<file path="src/hdl/drtm_pkg.sv">
`timescale 1ns / 1ps
// ----------------------------------------------------------------------------
// drtm_pkg
// Shared types and constants of the descriptor ratio-test matcher.
// ----------------------------------------------------------------------------
package drtm_pkg;

    // Function codes carried with every input transaction
    localparam logic [1:0] FUNC_REF = 2'd0;
    localparam logic [1:0] FUNC_QRY = 2'd1;
    localparam logic [1:0] FUNC_CLR = 2'd2;
    localparam logic [1:0] FUNC_NOP = 2'd3;

    localparam int          INPUT_LANES = 8;
    localparam int          ELEM_W      = 8;
    localparam int          RATIO_W     = 17;
    localparam int          QIDX_W      = 16;
    localparam int          MIDX_W      = 10;
    localparam int          ODIST_W     = 23;
    localparam int          FRAC_W      = 16;
    localparam logic [16:0] RATIO_RESET = 17'd41943;
    localparam logic [22:0] DIST_SAT    = 23'h7FFFFF;

    typedef enum logic [2:0] {
        ST_IDLE,
        ST_ZERO,
        ST_CHUNK,
        ST_SCAN,
        ST_DRAIN,
        ST_RATIO,
        ST_RESULT
    } t_state;

    // Tag that travels with a chunk read through the distance pipeline
    typedef struct packed {
        logic valid;
        logic first;
        logic last;
    } t_dist_tag;

endpackage

</file>
<file path="src/hdl/drtm_dist.sv">
`timescale 1ns / 1ps
// ----------------------------------------------------------------------------
// drtm_dist
// Squared-distance unit: sums lane squares of one chunk pair, then
// accumulates chunks into one distance per reference descriptor.
// ----------------------------------------------------------------------------
module drtm_dist
    import drtm_pkg::*;
#(
    parameter int LANES  = 8,
    parameter int DIST_W = 23
) (
    input  logic                    i_clk,
    input  logic                    i_rst_n,
    input  t_dist_tag               i_tag,
    input  logic [LANES*ELEM_W-1:0] i_ref_data,
    input  logic [LANES*ELEM_W-1:0] i_qry_data,
    output logic                    o_dist_valid,
    output logic [DIST_W-1:0]       o_dist
);

    localparam int PART_W = $clog2(LANES * 65025 + 1);

    logic [PART_W-1:0] w_part;
    t_dist_tag         r_tag;
    logic [PART_W-1:0] r_part;
    logic [DIST_W-1:0] r_acc;
    logic [DIST_W-1:0] w_sum;
    logic              r_dist_valid;
    logic [DIST_W-1:0] r_dist;

    // Sum of lane squares for one chunk
    always_comb begin
        logic signed [ELEM_W:0]     diff;
        logic        [2*ELEM_W-1:0] sq;
        w_part = '0;
        for (int i = 0; i < LANES; i++) begin
            diff   = $signed({1'b0, i_ref_data[i*ELEM_W +: ELEM_W]})
                   - $signed({1'b0, i_qry_data[i*ELEM_W +: ELEM_W]});
            sq     = (2*ELEM_W)'(diff * diff);
            w_part = w_part + PART_W'(sq);
        end
    end

    // Register the chunk sum with its tag
    always_ff @(posedge i_clk) begin
        if (!i_rst_n) begin
            r_tag <= '0;
        end else begin
            r_tag <= i_tag;
        end
        r_part <= w_part;
    end

    assign w_sum = (r_tag.first ? '0 : r_acc) + DIST_W'(r_part);

    // Accumulate chunks, emit on the last chunk of a reference
    always_ff @(posedge i_clk) begin
        if (!i_rst_n) begin
            r_dist_valid <= 1'b0;
        end else begin
            r_dist_valid <= r_tag.valid && r_tag.last;
        end
        if (r_tag.valid) begin
            r_acc <= w_sum;
        end
        if (r_tag.valid && r_tag.last) begin
            r_dist <= w_sum;
        end
    end

    assign o_dist_valid = r_dist_valid;
    assign o_dist       = r_dist;

endmodule

</file>
<file path="config.mk">
export PLATFORM = sky130hd
export DESIGN_NAME = drtm_dist
export DESIGN_NICKNAME = d
export VERILOG_FILES = /design/src/hdl/drtm_pkg.sv /design/src/hdl/drtm_dist.sv
export SDC_FILE = /design/constraint.sdc
export NUM_CORES = 2
export LEC_CHECK = 0
export ABC_AREA = 1
export CELL_PAD_IN_SITES_DETAIL_PLACEMENT = 1
export CELL_PAD_IN_SITES_GLOBAL_PLACEMENT = 1
export CORE_MARGIN = 1.5
export CORE_UTILIZATION = 35
export DETAILED_ROUTE_END_ITERATION = 10
export DONT_BUFFER_PORTS = 1
export GPL_ROUTABILITY_DRIVEN = 0
export PLACE_DENSITY_LB_ADDON = 0.3
export SYNTH_ARGS = -nofsm -noshare
export SYNTH_HDL_FRONTEND = slang
export SYNTH_SLANG_ARGS = --single-unit
export TNS_END_PERCENT = 50
</file>
<file path="constraint.sdc">
create_clock -name i_clk -period 21.2 [get_ports i_clk]
set_clock_uncertainty 0.1 [all_clocks]
set_input_delay 4.24 -clock i_clk [delete_from_list [all_inputs] [get_ports i_clk]]
set_output_delay 4.24 -clock i_clk [all_outputs]
set_load 0.01 [all_outputs]
</file>
* After elaboration in Yosys (flattened, before gate mapping)
Index checks and enable logic that the tools add are counted.
** Cells by class
- Add/subtract/negate cells :: 16
- Multiply operators :: 8
- Mux-type cells :: 1
- Reductions and logical operators :: 1
** Operators by type and width (number)
- $mul A9 B9 Y16 :: 8
- $add A19 B16 Y19 :: 4
- $sub A8 B8 Y9 :: 8
- $add A23 B19 Y23 :: 1
- $mux W23 :: 1
- $add A18 B16 Y19 :: 1
- $add A17 B16 Y18 :: 1
- $add A16 B16 Y17 :: 1
- $logic_and A1 B1 Y1 :: 1
** Word-level totals
- Bits in registers :: 69
- Input port bits :: 133
- Output and inout bits :: 24
- Logic and storage cells :: 33

* Logic depth before layout (Yosys ltp)
- Word-level depth :: 9
- Mapped depth :: 46
- Mapped depth without buffers :: 46

* Worst setup path before layout
OpenSTA, ideal clock, no wires.
- Kind :: input-to-reg
- Start :: in i_ref_data[24]
- End :: reg r_part[15]
- Library setup time :: 0.120 ns
- Arrival :: 12.287 ns
- Required time :: 20.980 ns
- Path slack :: 8.693 ns
- Stages on the path :: 33
- Buffers on the path :: 0
- Cells stage by stage :: inv_1 > ha_1 > fa_1 > xnor2_1 > clkinv_1 > nor2_1 > inv_1 > fa_1 > fa_1 > inv_1 > fa_1 > fa_1 > inv_1 > fa_1 > inv_1 > ha_1 > nand2_1 > o21ai_0 > a21oi_1 > xor2_1 > fa_1 > inv_1 > fa_1 > fa_1 > inv_1 > fa_1 > inv_1 > ha_1 > a21oi_1 > o21ai_0 > a21oi_1 > nand2_1 > xor2_1
** Between the ends
- Cells in the longest elaborated chain, start to end :: 7
** RTL lines
- start: declaration :: line drtm_dist.sv:16 : input logic [LANES*ELEM_W-1:0] i_ref_data,
- $sub A8 B8 Y9 :: line drtm_dist.sv:39 : - $signed({1'b0, i_qry_data[i*ELEM_W +: ELEM_W]});
- $mul A9 B9 Y16 :: line drtm_dist.sv:40 : sq = (2*ELEM_W)'(diff * diff);
- $add A18 B16 Y19 :: line drtm_dist.sv:41 : w_part = w_part + PART_W'(sq);
- $add A19 B16 Y19 (4 in a row) :: line drtm_dist.sv:41
- net w_part[15] :: line drtm_dist.sv:24 : logic [PART_W-1:0] w_part;
- end signal: assignment :: line drtm_dist.sv:52 : r_part <= w_part;
- end: declaration :: line drtm_dist.sv:26 : logic [PART_W-1:0] r_part;
The timed path passes the listed nets, and every way through them passes these cells.
A chain may end at the register's enable or synchronous reset.

* Worst setup path after layout
- Start :: in i_ref_data[8]
- End :: reg r_part[16]
** Between the ends
- Cells in the longest elaborated chain, start to end :: 9
** RTL lines (line)
- $sub A8 B8 Y9 :: drtm_dist.sv:39
- $mul A9 B9 Y16 :: drtm_dist.sv:40
- $add A16 B16 Y17 :: drtm_dist.sv:41
- $add A17 B16 Y18 :: drtm_dist.sv:41
- $add A18 B16 Y19 :: drtm_dist.sv:41
- $add A19 B16 Y19 (4 in a row) :: drtm_dist.sv:41
- net w_part[16] :: drtm_dist.sv:24
The timed path passes the listed nets, and every way through them passes these cells.

==> results.cfg <==
[grt]
grt_max_degree = 24
grt_overflow_total = 0
antenna_found_initial = 0
grtUsageTotal = 0.177
grt_pass1_wl_um = 120000
grt_pass1_vias = 24185

[drt]
vias = 21552
drtAntennaViolNets = 0
post_drt_wl_per_cell_um = 15.2
dr_wl_met2_um = 36500
drt_iter0_markers = 647
post_drt_via_cell_ratio = 4.64
wl_um = 70600
drc = 13
wl_met1_um = 32400
firstDrtPassIters = 10
highest_layer = met4
routed-wl-met3_um = 966

[timing]
finalHoldViolCount = 0
setup_viol = 0
period_minus_slack_ps = 13020
min_period_over_period = 0.614
worstMarginPinSlew_ps = 855
fmax_ghz = 0.0768
slew_headroom = 0.430
slew_viol_final = 0
setup_tns_ps = 0
rsz0062_at_grt = no

[setup_path]
cp.arrival_ps = 13130
endpoint = r_part[16]$_DFF_P_
critPathKind = primary input to flop
rr_startpoint = r_tag[1]$_SDFF_PN0_
critical_path_required_ps = 21320
r2r_end = r_acc[15]$_DFFE_PP_
start_kind = primary input
cp_slowest_cell = fa_1
rr_worst_depth = 11
crit_top_cell = fa_1
crit_start = i_ref_data[8]
cp_max_fo = 9
rrSetupSlack_ps = 18130
critPathCaptureType = flop
worst_path_largest_cell_delay_ps = 540

[floorplan]
dieArea_um2 = 83300
start_util = 0.354
die_h_um = 289
num_rows = 104
die_x_um = 289
core_um2 = 80700
ioPinCount = 157

[finish]
antenna_cells = 0
syn_to_final_growth_pct = 5.43
drive_gt1_frac = 0.0262
fillCellCount = 9956
seq_area_um2 = 1840
multi_input_area_um2 = 22800
nNetsFinal = 4602

[yosys]
ys_types = 48
synthTopCellsByCount = 1,002 x inv_1, 557 x nand2_1, 515 x fa_1
synth_area_leader_cell = fa_1
ys_warn_count = 0
synth_flop_cell = edfxtp_1
synth_fp_nets = 4605
synth_edf_count = 46
yosysSeqAreaShare = 0.0645
synthCells = 3581
ys_seq_elements = 69
yosysTopAreaCellShare = 0.361
async_flop_share = 0
syn_area_per_cell_um2 = 7.97
netlist_area_um2 = 28500
netlist_top_cells_area = fa_1 36%, ha_1 16%, inv_1 13%
yosysMostFrequentCell = inv_1

[clocking]
cts_buffers = 9
ctsRootBufferMaster = clkbuf_16
htree_levels = 3
clk_path_buf_depth = 2
clock_latency_ps = 340
cts_tree = built
cts.sinks = 69
cts_resized = 0
cts_hold_buf = 0
cts.clk_slew.worst_paths_ps = 60
post_cts_buffers = 0

[outcome]
status = finished with violations
violations = design-rule violations

[job]
max_cap_violations = 0

[worst_hold_path]
min_path_type = flop to flop

[placement]
numPortBuffers = 0
hpwl_um = 64800
## how the worst min path moves through the flow
stage                                    to  slack, ps  depth (start not counted)           startpoint
global route        o_dist_valid$_SDFF_PN0_        390                          2  r_tag[0]$_SDFF_PN0_
detailed placement  o_dist_valid$_SDFF_PN0_        360                          2  r_tag[0]$_SDFF_PN0_
global placement    o_dist_valid$_SDFF_PN0_        340                          2  r_tag[0]$_SDFF_PN0_
floorplan           o_dist_valid$_SDFF_PN0_        320                          2  r_tag[0]$_SDFF_PN0_
finish              o_dist_valid$_SDFF_PN0_        360                          2  r_tag[0]$_SDFF_PN0_
CTS                 o_dist_valid$_SDFF_PN0_        370                          2  r_tag[0]$_SDFF_PN0_
## layout by cell type, fill, tap and decap left out, types with 8 or more instances in the layout
cell type	Yosys	final
a211oi_1	12	12
nor2_1	364	364
ha_1	376	376
inv_1	1002	1002
fa_1	515	515
a21o_1	10	10
nand3_1	122	122
nand2_1	557	557
a21oi_1	142	142
edfxtp_1	46	46
nand4_1	25	25
nand2_2	18	18
xor2_1	96	96
nand3b_1	11	11
nor3_1	23	23
o21ai_0	51	51
inv_2	21	21
clkbuf_16	0	9
xnor2_1	48	48
a31oi_1	13	13
or2_2	8	8
dfxtp_1	23	23
## through the flow
step           instance area, um^2  utilization  setup WS, ps  hold WS (ps)  cells
5_1_grt                      30100        0.373          7610           392   4643
2_1_floorplan                28500            -          8690           318   3581
3_3_place_gp                 29800        0.370          7970           340   4627
3_5_place_dp                 29800        0.370          7830           358   4627
4_1_cts                      30100        0.373          8170           366   4643
6_report                     30100        0.373          8180           358   4643
## routing by layer
layer	vias to the layer above	track usage
met5	-	0
met4	0	0.0228
met3	46	0.00790
met1	10622	0.231
met2	192	0.329
li1	10692	-
## flip-flops by register name, summed over array words and instances (netlist names)
signal,cells
o_dist_valid,1
r_part,19
o_dist,23
r_tag,3
r_acc,23
## critical path, delay by kind of cell
kind / cells / cell delay (ps)
AO/OA/AOI/OAI: 3 / 580
XOR/XNOR: 3 / 830
adder cells (fa/ha/maj): 13 / 5830
buffers and inverters: 9 / 830
AND/OR/NAND/NOR: 4 / 780
## logic make-up (layout without fill, tap and decap cells)
kind of cell | count (synthesis) | in the layout | share of synthesized area
AOI/OAI and AO/OA | 272 | 272 | 0.0555
xor gates and xnor gates | 153 | 153 | 0.0493
adders and majority gates | 891 | 891 | 0.526
buffers and inverters | 1043 | 1045 | 0.138
DFF | 69 | 69 | 0.0645
and+or+nand+nor | 1153 | 1153 | 0.167
## cell type report
type                            count  share of cell area
Clock buffer                       11             0.00773
Inverter                         1028               0.128
Tap cell                         1060              0.0441
Timing Repair Buffer                1            0.000249
Clock inverter                      5             0.00170
Multi-Input combinational cell   2469               0.757
Sequential cell                    69              0.0612
Power is not shown: default switching activity piles up to over one toggle a cycle in this logic, so the estimate is an artifact.
