$ cat src/hdl/drtm_ram.sv
`timescale 1ns / 1ps
// ----------------------------------------------------------------------------
// drtm_ram
// Generic single-write, single-read RAM with registered read data.
// ----------------------------------------------------------------------------
module drtm_ram #(
    parameter int WIDTH = 64,
    parameter int DEPTH = 16
) (
    input  logic                                  i_clk,
    input  logic                                  i_we,
    input  logic [(DEPTH > 1 ? $clog2(DEPTH) : 1)-1:0] i_waddr,
    input  logic [WIDTH-1:0]                      i_wdata,
    input  logic [(DEPTH > 1 ? $clog2(DEPTH) : 1)-1:0] i_raddr,
    output logic [WIDTH-1:0]                      o_rdata
);

    logic [WIDTH-1:0] r_mem [DEPTH];
    logic [WIDTH-1:0] r_rdata;

    // Write port and registered read port
    always_ff @(posedge i_clk) begin
        if (i_we) begin
            r_mem[i_waddr] <= i_wdata;
        end
        r_rdata <= r_mem[i_raddr];
    end

    assign o_rdata = r_rdata;

endmodule

$ cat config.mk
export PLATFORM = sky130hd
export DESIGN_NAME = drtm_ram
export DESIGN_NICKNAME = d
export VERILOG_FILES = /design/src/hdl/drtm_ram.sv
export SDC_FILE = /design/constraint.sdc
export NUM_CORES = 1
export LEC_CHECK = 0
export ABC_CLOCK_PERIOD_IN_PS = 14510
export BUFFER_PORTS_ARGS = -buffer_cell sky130_fd_sc_hd__clkbuf_2
export CORE_MARGIN = 1
export CORE_UTILIZATION = 66
export CTS_CLUSTER_SIZE = 14
export DETAILED_ROUTE_END_ITERATION = 7
export GPL_ROUTABILITY_DRIVEN = 0
export PLACE_DENSITY_LB_ADDON = 0.25
export SLEW_MARGIN = 40
export SYNTH_ARGS = -nofsm -noshare
export SYNTH_HDL_FRONTEND = slang
export SYNTH_SLANG_ARGS = --single-unit
$ cat constraint.sdc
create_clock -name i_clk -period 14.51 [get_ports i_clk]
set_input_delay 0.7255 -clock i_clk [delete_from_list [all_inputs] [get_ports i_clk]]
set_output_delay 0.7255 -clock i_clk [all_outputs]
set_load 0.02 [all_outputs]
== After elaboration in Yosys (flattened, before gate mapping) ==
Memories as Yosys holds them, arrays and structs flattened. A register that Yosys moved wholly into a read port is not among the register bits.
Index checks and enable logic that the tools add are counted.

* Register bits after elaboration: 0
* Bits in writable memories: 1024
* Bits of input ports: 74
* Memories: 1

{| class="wikitable"
|+ Memories
! memory !! depth !! width !! rd ports !! clocked after Yosys merged registers in !! write ports !! line !! source
|-
| r_mem || 16 || 64 || 1 || 1 || 1 || 18 || <nowiki>logic [WIDTH-1:0] r_mem [DEPTH];</nowiki>
|}

* Mux-type cells: 2

{| class="wikitable"
|+ Operator list
! cell !! number
|-
| $mux W1 || 2
|}

== Logic depth before layout (Yosys ltp) ==
Gate-level depths: netlist (run 1).

* Depth in word-level cells: 2
* Gate-level depth with buffers: 6
* Gate-level depth less buffers: 3

== Worst setup path before layout (run 1) ==
No wires, ideal clock.

* Kind: in2reg
* Start point: in i_waddr[2] (netlist name)
* End point: mem r_mem[0][0] (enable)
* Arrival: 5.589 ns
* Required time: 13.945 ns
* Slack: 8.356 ns
* Stages on the path: 2
* Path buffers: 0
* Cells stage by stage: or3b_2 > nor3_1

{| class="wikitable"
|+ RTL lines
! what !! line !! source
|-
| from (decl) || 12 || <nowiki>input logic [(DEPTH > 1 ? $clog2(DEPTH) : 1)-1:0] i_waddr,</nowiki>
|-
| to (decl) || 18 ||
|}

Straight into the memory's write port.

==> results of run 1 <==
==> critical path, stage by stage <==
cell and delay [ns]:
buf_8 0.49, buf_6 0.58, buf_6 0.63, mux4_2 0.58, a22oi_1 0.23, nand2_1 0.12
==> per-stage QoR <==
stage / instances / instance area (um^2) / hold WS (ns) / total power, W
after floorplan: 1647 / 39600 / 0.635 / 0.00379
after global placement: 2514 / 41200 / 0.648 / 0.00391
after detailed placement: 2521 / 41400 / 0.655 / 0.00392
after CTS: 2711 / 44700 / 0.426 / 0.00653
after global routing: 2714 / 44800 / 0.464 / 0.00666
final: 2714 / 44800 / 0.459 / 0.00650
==> how the worst max path moves through the flow <==
| stage | cells past startpoint | slack, ns | end |
|---|---|---|---|
| global placement | 6 | 10.37 | o_rdata[42] |
| CTS | 6 | 11.48 | o_rdata[41] |
| global route | 6 | 11.27 | o_rdata[47] |
| detailed placement | 6 | 10.80 | o_rdata[47] |
| finish | 6 | 11.54 | o_rdata[41] |
| floorplan | 2 | 8.36 | r_mem[0][0] |
==> placed cells by master, fill, tap and decap left out, drive strengths merged <==
cell      instances
clkbuf          273
bufinv            9
nand2            65
a22oi           128
diode             2
mux4            256
nand2b            2
or3b              1
nor2b             2
and2              1
dfxtp            64
nor2             13
nand3             1
edfxtp         1024
clkinv           41
inv               1
clkinvlp          2
nand3b            2
buf              50
nor3              4
==> power by group through the flow <==
stage	clock network, W	logic, W	registers [W]
5_1_grt	0.00278	0.000342	0.00355
3_3_place_gp	0	0.000306	0.00360
3_5_place_dp	0	0.000317	0.00361
6_report	0.00264	0.000322	0.00354
4_1_cts	0.00266	0.000323	0.00354
2_1_floorplan	0	0.000167	0.00362
==> metal layers <==
metal | up-vias | part of all wire [%] | track usage, %
met5 | - | 0.058 | 0
met4 | 8 | 2.5 | 9.93
met3 | 190 | 9.2 | 6.52
met2 | 1196 | 50 | 48.7
met1 | 9954 | 38 | 43.1
li1 | 7474 | - | -
==> cells by family after synthesis <==
family,Yosys count,share of synthesized area [%]
muxes,256,14.6
DFF,1088,80.9
buffers and inverters,84,1.14
AOI/OAI and AO/OA,128,2.43
and+or+nand+nor,91,0.942
==> sequential cells by signal (all words and copies together) (netlist names) <==
name / cells
r_mem: 1024
o_rdata: 64
==> final cells by class <==
cell class | instances | share of cell area, %
clock buffers | 137 | 6.27
diodes | 2 | 0.0112
well taps | 773 | 2.16
clock inverters | 53 | 1.11
multi-input cells | 475 | 16.2
flip-flops and latches | 1088 | 71.6
repair buffers | 186 | 2.72
==> impl_results.md, run 1 <==
- Cell Pwr Density: 145 mW/mm^2
- Clk network pwr share: 40.6%
- Reg-to-Reg End: o_rdata[14]
- Syn Area/Cell: 24.0 um^2
- Overall Global Routing Usage: 30.5%
- Drt pass-1 iters: 7
- CTS Buf Count: 101
- Final Hold Violating Endpoints: 0
- Worst Max-Slew Pin Slew: 0.877 ns
- Area of the core: 0.0591 mm^2
- Worst r2r src: r_mem[6][14]
- Antenna violations before repair: 6
- DR vias/cell: 6.94
- Syn Std Cell Area: 0.0396 mm^2
- Status: finished, violations left
- Yosys warnings: 0
- Reg power frac: 54.5%
- Reg-to-reg slack, setup: 13.02 ns
- Worst slack, placed: 10.80 ns
- Failing checks: DRC
- Total Negative Setup Slacks: 0 ns
- Power Internal: 0.00515 W
- Fin. max-slew vios: 0
- Residual DRC count: 18
- Final nets: 1,926
- Reg2reg path depth: 3
- Worst-path maximum fanout: 62
- Sequential fraction of the synthesis area: 80.9%
- Die ar.: 0.0610 mm^2
- Seq. cell area: 0.0320 mm^2
- Area Growth Syn to Fin: 13.1%
- Achievable clock frequency: 0.337 GHz
- Crit end category: flop
- Top-count cell post-synth: edfxtp_1
- Hold/Removal Path Class: primary input to flop
- Total Wirelength: 89,800 um
- Worst Path Required: 15.05 ns
- Hpwl dp: 40,500 um
- Flops & latches, synth: 1,088
- Final WS setup: 11.54 ns
- Overflow after GRT: 0
- Gate Count Post-Synth: 1,647
- Tcrit/Tclk final: 20.5%
- Chip height: 247 um
- Worst skew pair latency: 0.67 ns
- Multi-input logic area: 0.00723 mm^2
- Crit start category: primary input
- Post-synth top flop: edfxtp_1
- Hold Path Cell Cnt: 1
- Clk_skew: 0.0244 ns
- Post-CTS Setup Inserts: 0
- Die Wd: 247 um
- Clock Pin Slew Worst Setup and Hold Paths: 0.06 ns
- PortBufs: 137
- Static leakage: 14.5 nW
- Number of global-route vias before repair: 19,600
- Post-synth top area share: 77.7%
- Layout cell share with drive strength beyond 1: 31.3%
- WL/cell: 33.1 um
- Util after Layout: 75.7%
- Setup crit start: i_raddr[0]
- Clk root buf: clkbuf_16
- Num rows: 89
- Post-synth top area cell: edfxtp_1
- Hold_sp: i_wdata[11]
- Max IR drop VDD: 0.127 mV
- Post-synth ARST share: 0%
- Max H-tree Level: 3
- Num ports: 138
- Worst setup path category: primary input to flop
- Fillers: 2,930
- CTS tree: built
- Netlist cell types: 18
- Global-route wire length before repair: 130,000 um
- Cts hold-fix bufs: 0
- Fin crit period: 2.97 ns
- Sw Pwr: 0.00135 W
- Synthesized Nets: 1,721
- Gate power share: 5.0%
- Worst slew margin: 41.5%
- CP arrival: 3.51 ns
- Initial Util: 66.9%
- Post-cts resize count: 0
- Switching fraction of total power: 20.8%
- Clock Sink Count: 1,088
- Top cells by area, synth: edfxtp_1, mux4_2, dfxtp_1
- Max Root-Sink Buffers: 3
- EDFF count, synth: 1,024
- Total vias in the final route: 18,800
- # setup viols final: 0
- Post-synth top cells: edfxtp_1, mux4_2, a22oi_1
- Max-Cap Viols: 0
- RSZ-0062 raised after global routing: false
- Largest net degree at the start of global routing: 72
- Antenna-violating nets left: 0
- Initial DRC count: 2,334
- Worst hold endpoint: r_mem[4][11]
Power figures use the tool's default switching activity.
==> run 2, diff against run 1 <==
--- a/config.mk
+++ b/config.mk
@@ -5,10 +5,10 @@
 export SDC_FILE = /design/constraint.sdc
 export NUM_CORES = 1
 export LEC_CHECK = 0
-export ABC_CLOCK_PERIOD_IN_PS = 14510
+export ABC_CLOCK_PERIOD_IN_PS = 2900
 export BUFFER_PORTS_ARGS = -buffer_cell sky130_fd_sc_hd__clkbuf_2
 export CORE_MARGIN = 1
-export CORE_UTILIZATION = 66
+export CORE_UTILIZATION = 61
 export CTS_CLUSTER_SIZE = 14
 export DETAILED_ROUTE_END_ITERATION = 7
 export GPL_ROUTABILITY_DRIVEN = 0
==> constraint.sdc (replaced) <==
create_clock -name i_clk -period 2.9 [get_ports i_clk]
set_input_delay 0.145 -clock i_clk [delete_from_list [all_inputs] [get_ports i_clk]]
set_output_delay 0.145 -clock i_clk [all_outputs]
set_load 0.02 [all_outputs]
==> run 2 against run 1 <==
Effect of this change:
- the flow now finishes without violations
- hold slack got worse by 0.36 ns
- non-clock buffer count grew 74
- combinational power grew to 5.3 times the previous value
- worst setup slack worse by 10 ns
- die area rose by 8.1%
- wire length down 5.3%
- clock skew is 0.0037 ns lower
- final area increased by 2.6%
- global-route usage decreased by 4.2 points
- first-iteration DRC count fell by 7.2%
- critical path type is now flop to flop
==> impl_results.md, run 2 (synthesis gave the netlist of run 1 again) <==
- Crit-path max cell delay: 0.52 ns (-0.11 ns)
- Crit start category: flop
- Worst path depth: 3 (-3)
- Worst setup path category: flop to flop
- Max Root-Sink Buffers: 3 (unchanged)
- Worst Path Required: 3.42 ns (-11.63 ns)
- Area Growth Syn to Fin: 16.1%
- Hold Path Cell Cnt: 4 (+3)
- # setup viols final: 0 (unchanged)
- PortBufs: 137 (unchanged)
- Clk_skew: 0.0208 ns (-0.00369 ns)
- Tcrit/Tclk final: 49.4%
- WL/cell: 29.6 um (-11%)
- Antenna-violating nets left: 0 (unchanged)
- Clock Sink Count: 1,088 (unchanged)
- Antenna violations before repair: 7 (+1)
- Die Wd: 257 um (+4.0%)
- Drt pass-1 iters: 5 (-2)
- Post-cts resize count: 0 (unchanged)
- Status: complete, no violations
- Final WS setup: 1.47 ns (-10.07 ns)
- Reg with most FFs: r_mem
- Max FFs per register: 1,024 (unchanged)
- Worst-path maximum fanout: 1 (-98%)
- CP arrival: 1.95 ns (-1.56 ns)
- Die ar.: 0.0659 mm^2 (+8.1%)
- CP Buf/Inv Count: 0 (-3)
- Total Wirelength: 85,100 um (-5.3%)
- Fin crit period: 1.43 ns
- DR vias/cell: 6.51 (-6.1%)
- Worst Max-Slew Pin Slew: 0.772 ns (-0.105 ns)
- CTS Buf Count: 103 (+2.0%)
- Overflow after GRT: 0 (unchanged)
- Initial DRC count: 2,165 (-7.2%)
- Final nets: 2,002 (+3.9%)
- Num ports: 138 (unchanged)
- Achievable clock frequency: 0.698 GHz
- Worst skew pair latency: 0.67 ns (about the same)
- Final non-filler cell total: 2,874 (+5.9%)
- Overall Global Routing Usage: 26.4% (-4.2 points)
- Worst slew margin: 48.5% (+7.0 points)
- Area of the core: 0.0642 mm^2 (+8.6%)
- Crit end category: flop
- Total vias in the final route: 18,700 (-0.59%)
- Crit path cell chain: mux4_2 -> a22oi_1 -> nand2_1
- Worst slack, placed: 0.876 ns (-9.92 ns)
- Fin. max-slew vios: 0 (unchanged)
- Placed cell count: 2,614 (+3.7%)
- Delay-heaviest family, CP: multiplexers
- Layout cell share with drive strength beyond 1: 31.0% (-0.29 points)
- Global-route wire length before repair: 125,000 um (-4.1%)
- Cell Pwr Density: 723 mW/mm^2 (+400%)
- Initial Util: 61.6% (-5.3 points)
- Reg2reg path depth: 3 (unchanged)
- Min Hold Slack: 0.102 ns (-0.357 ns)
- Most frequent cells in the layout: edfxtp_1, mux4_2, clkbuf_2
- Pwr Total: 0.0332 W (+410%)
- Residual DRC count: 0 (-18)
- RSZ-0062 raised after global routing: false
- Most common cell after layout, fill and taps aside: edfxtp_1
- Clk root buf: clkbuf_16
- Clock Pin Slew Worst Setup and Hold Paths: 0.06 ns (about the same)
- Max H-tree Level: 3 (unchanged)
- Chip height: 257 um (+4.0%)
- Hold/Removal Path Class: primary input to flop
- Max IR drop VDD: 0.541 mV (+330%)
- Critical path's slowest cell: mux4_2
- Max-Cap Viols: 0 (unchanged)
- Number of global-route vias before repair: 19,400 (-1.1%)
- Static leakage: 15.0 nW (+3.2%)
- Largest net degree at the start of global routing: 65 (-9.7%)
- Final Hold Violating Endpoints: 0 (unchanged)
- CTS tree: built
- Total Negative Setup Slacks: 0 ns (unchanged)
- Num rows: 93 (+4.5%)
- Hpwl dp: 41,500 um (+2.4%)
## run 2: cell count changes in the layout (fill, tap and decap cells not counted), moves of 3 or more
cell	delta
buf_12	+21
buf_16	-4
buf_4	+5
buf_6	-7
buf_8	-4
bufinv_16	+5
clkbuf_8	+5
clkinv_1	-7
clkinv_2	-3
dlygate4sd3_1	+64
nor3_2	-4
nor3_4	+4
## run 2: metrics by stage
stage	util (%)	cell area, um^2
2_1_floorplan	-	39600
3_3_place_gp	65.0	41800
3_5_place_dp	65.0	41800
4_1_cts	71.5	45900
5_1_grt	71.5	45900
6_report	71.5	45900
## run 2: power breakdown
part           internal [W]  switching (W)
clock network       0.00826        0.00557
logic              0.000696        0.00101
registers            0.0176       0.000126
total                0.0265        0.00671
## run 2: what timing repair did
item	in CTS	in global routing
hold endpoints to repair	1024	0
buffers inserted	0	0
hold buffers	64	0
endpoints found under the setup margin	0	0
## run 2: path summary, 6_finish.rpt
path | to | start | slack (ns)
max | o_rdata[20] | r_mem[2][20] | 1.47
min | o_rdata[5] | i_raddr[1] | 0.10
max reg2reg | o_rdata[20] | r_mem[2][20] | 1.47
min reg2reg | o_rdata[30] | r_mem[14][30] | 0.66
## run 2: final cells by class
type                       instances  area, um^2
tap                              855        1070
timing repair buffer             260        2050
multi-input combinational        475        7260
sequential                      1088       32000
clock inverter                    47         602
clock buffer                     145        2920
fill                            3629       18300
antenna                            4        10.0
## run 2: layer usage
metal	share of wire, %	up-vias	track usage [%]
met5	0.067	-	0
met4	2.2	10	8.09
met3	8.6	139	4.98
met2	50	968	42.7
met1	39	9958	37.1
li1	-	7636	-
## run 2: worst min-delay path, cell delays in order
cell,delay (ns)
buf_8,0.18
mux4_2,0.26
a22oi_1,0.06
nand2_1,0.06
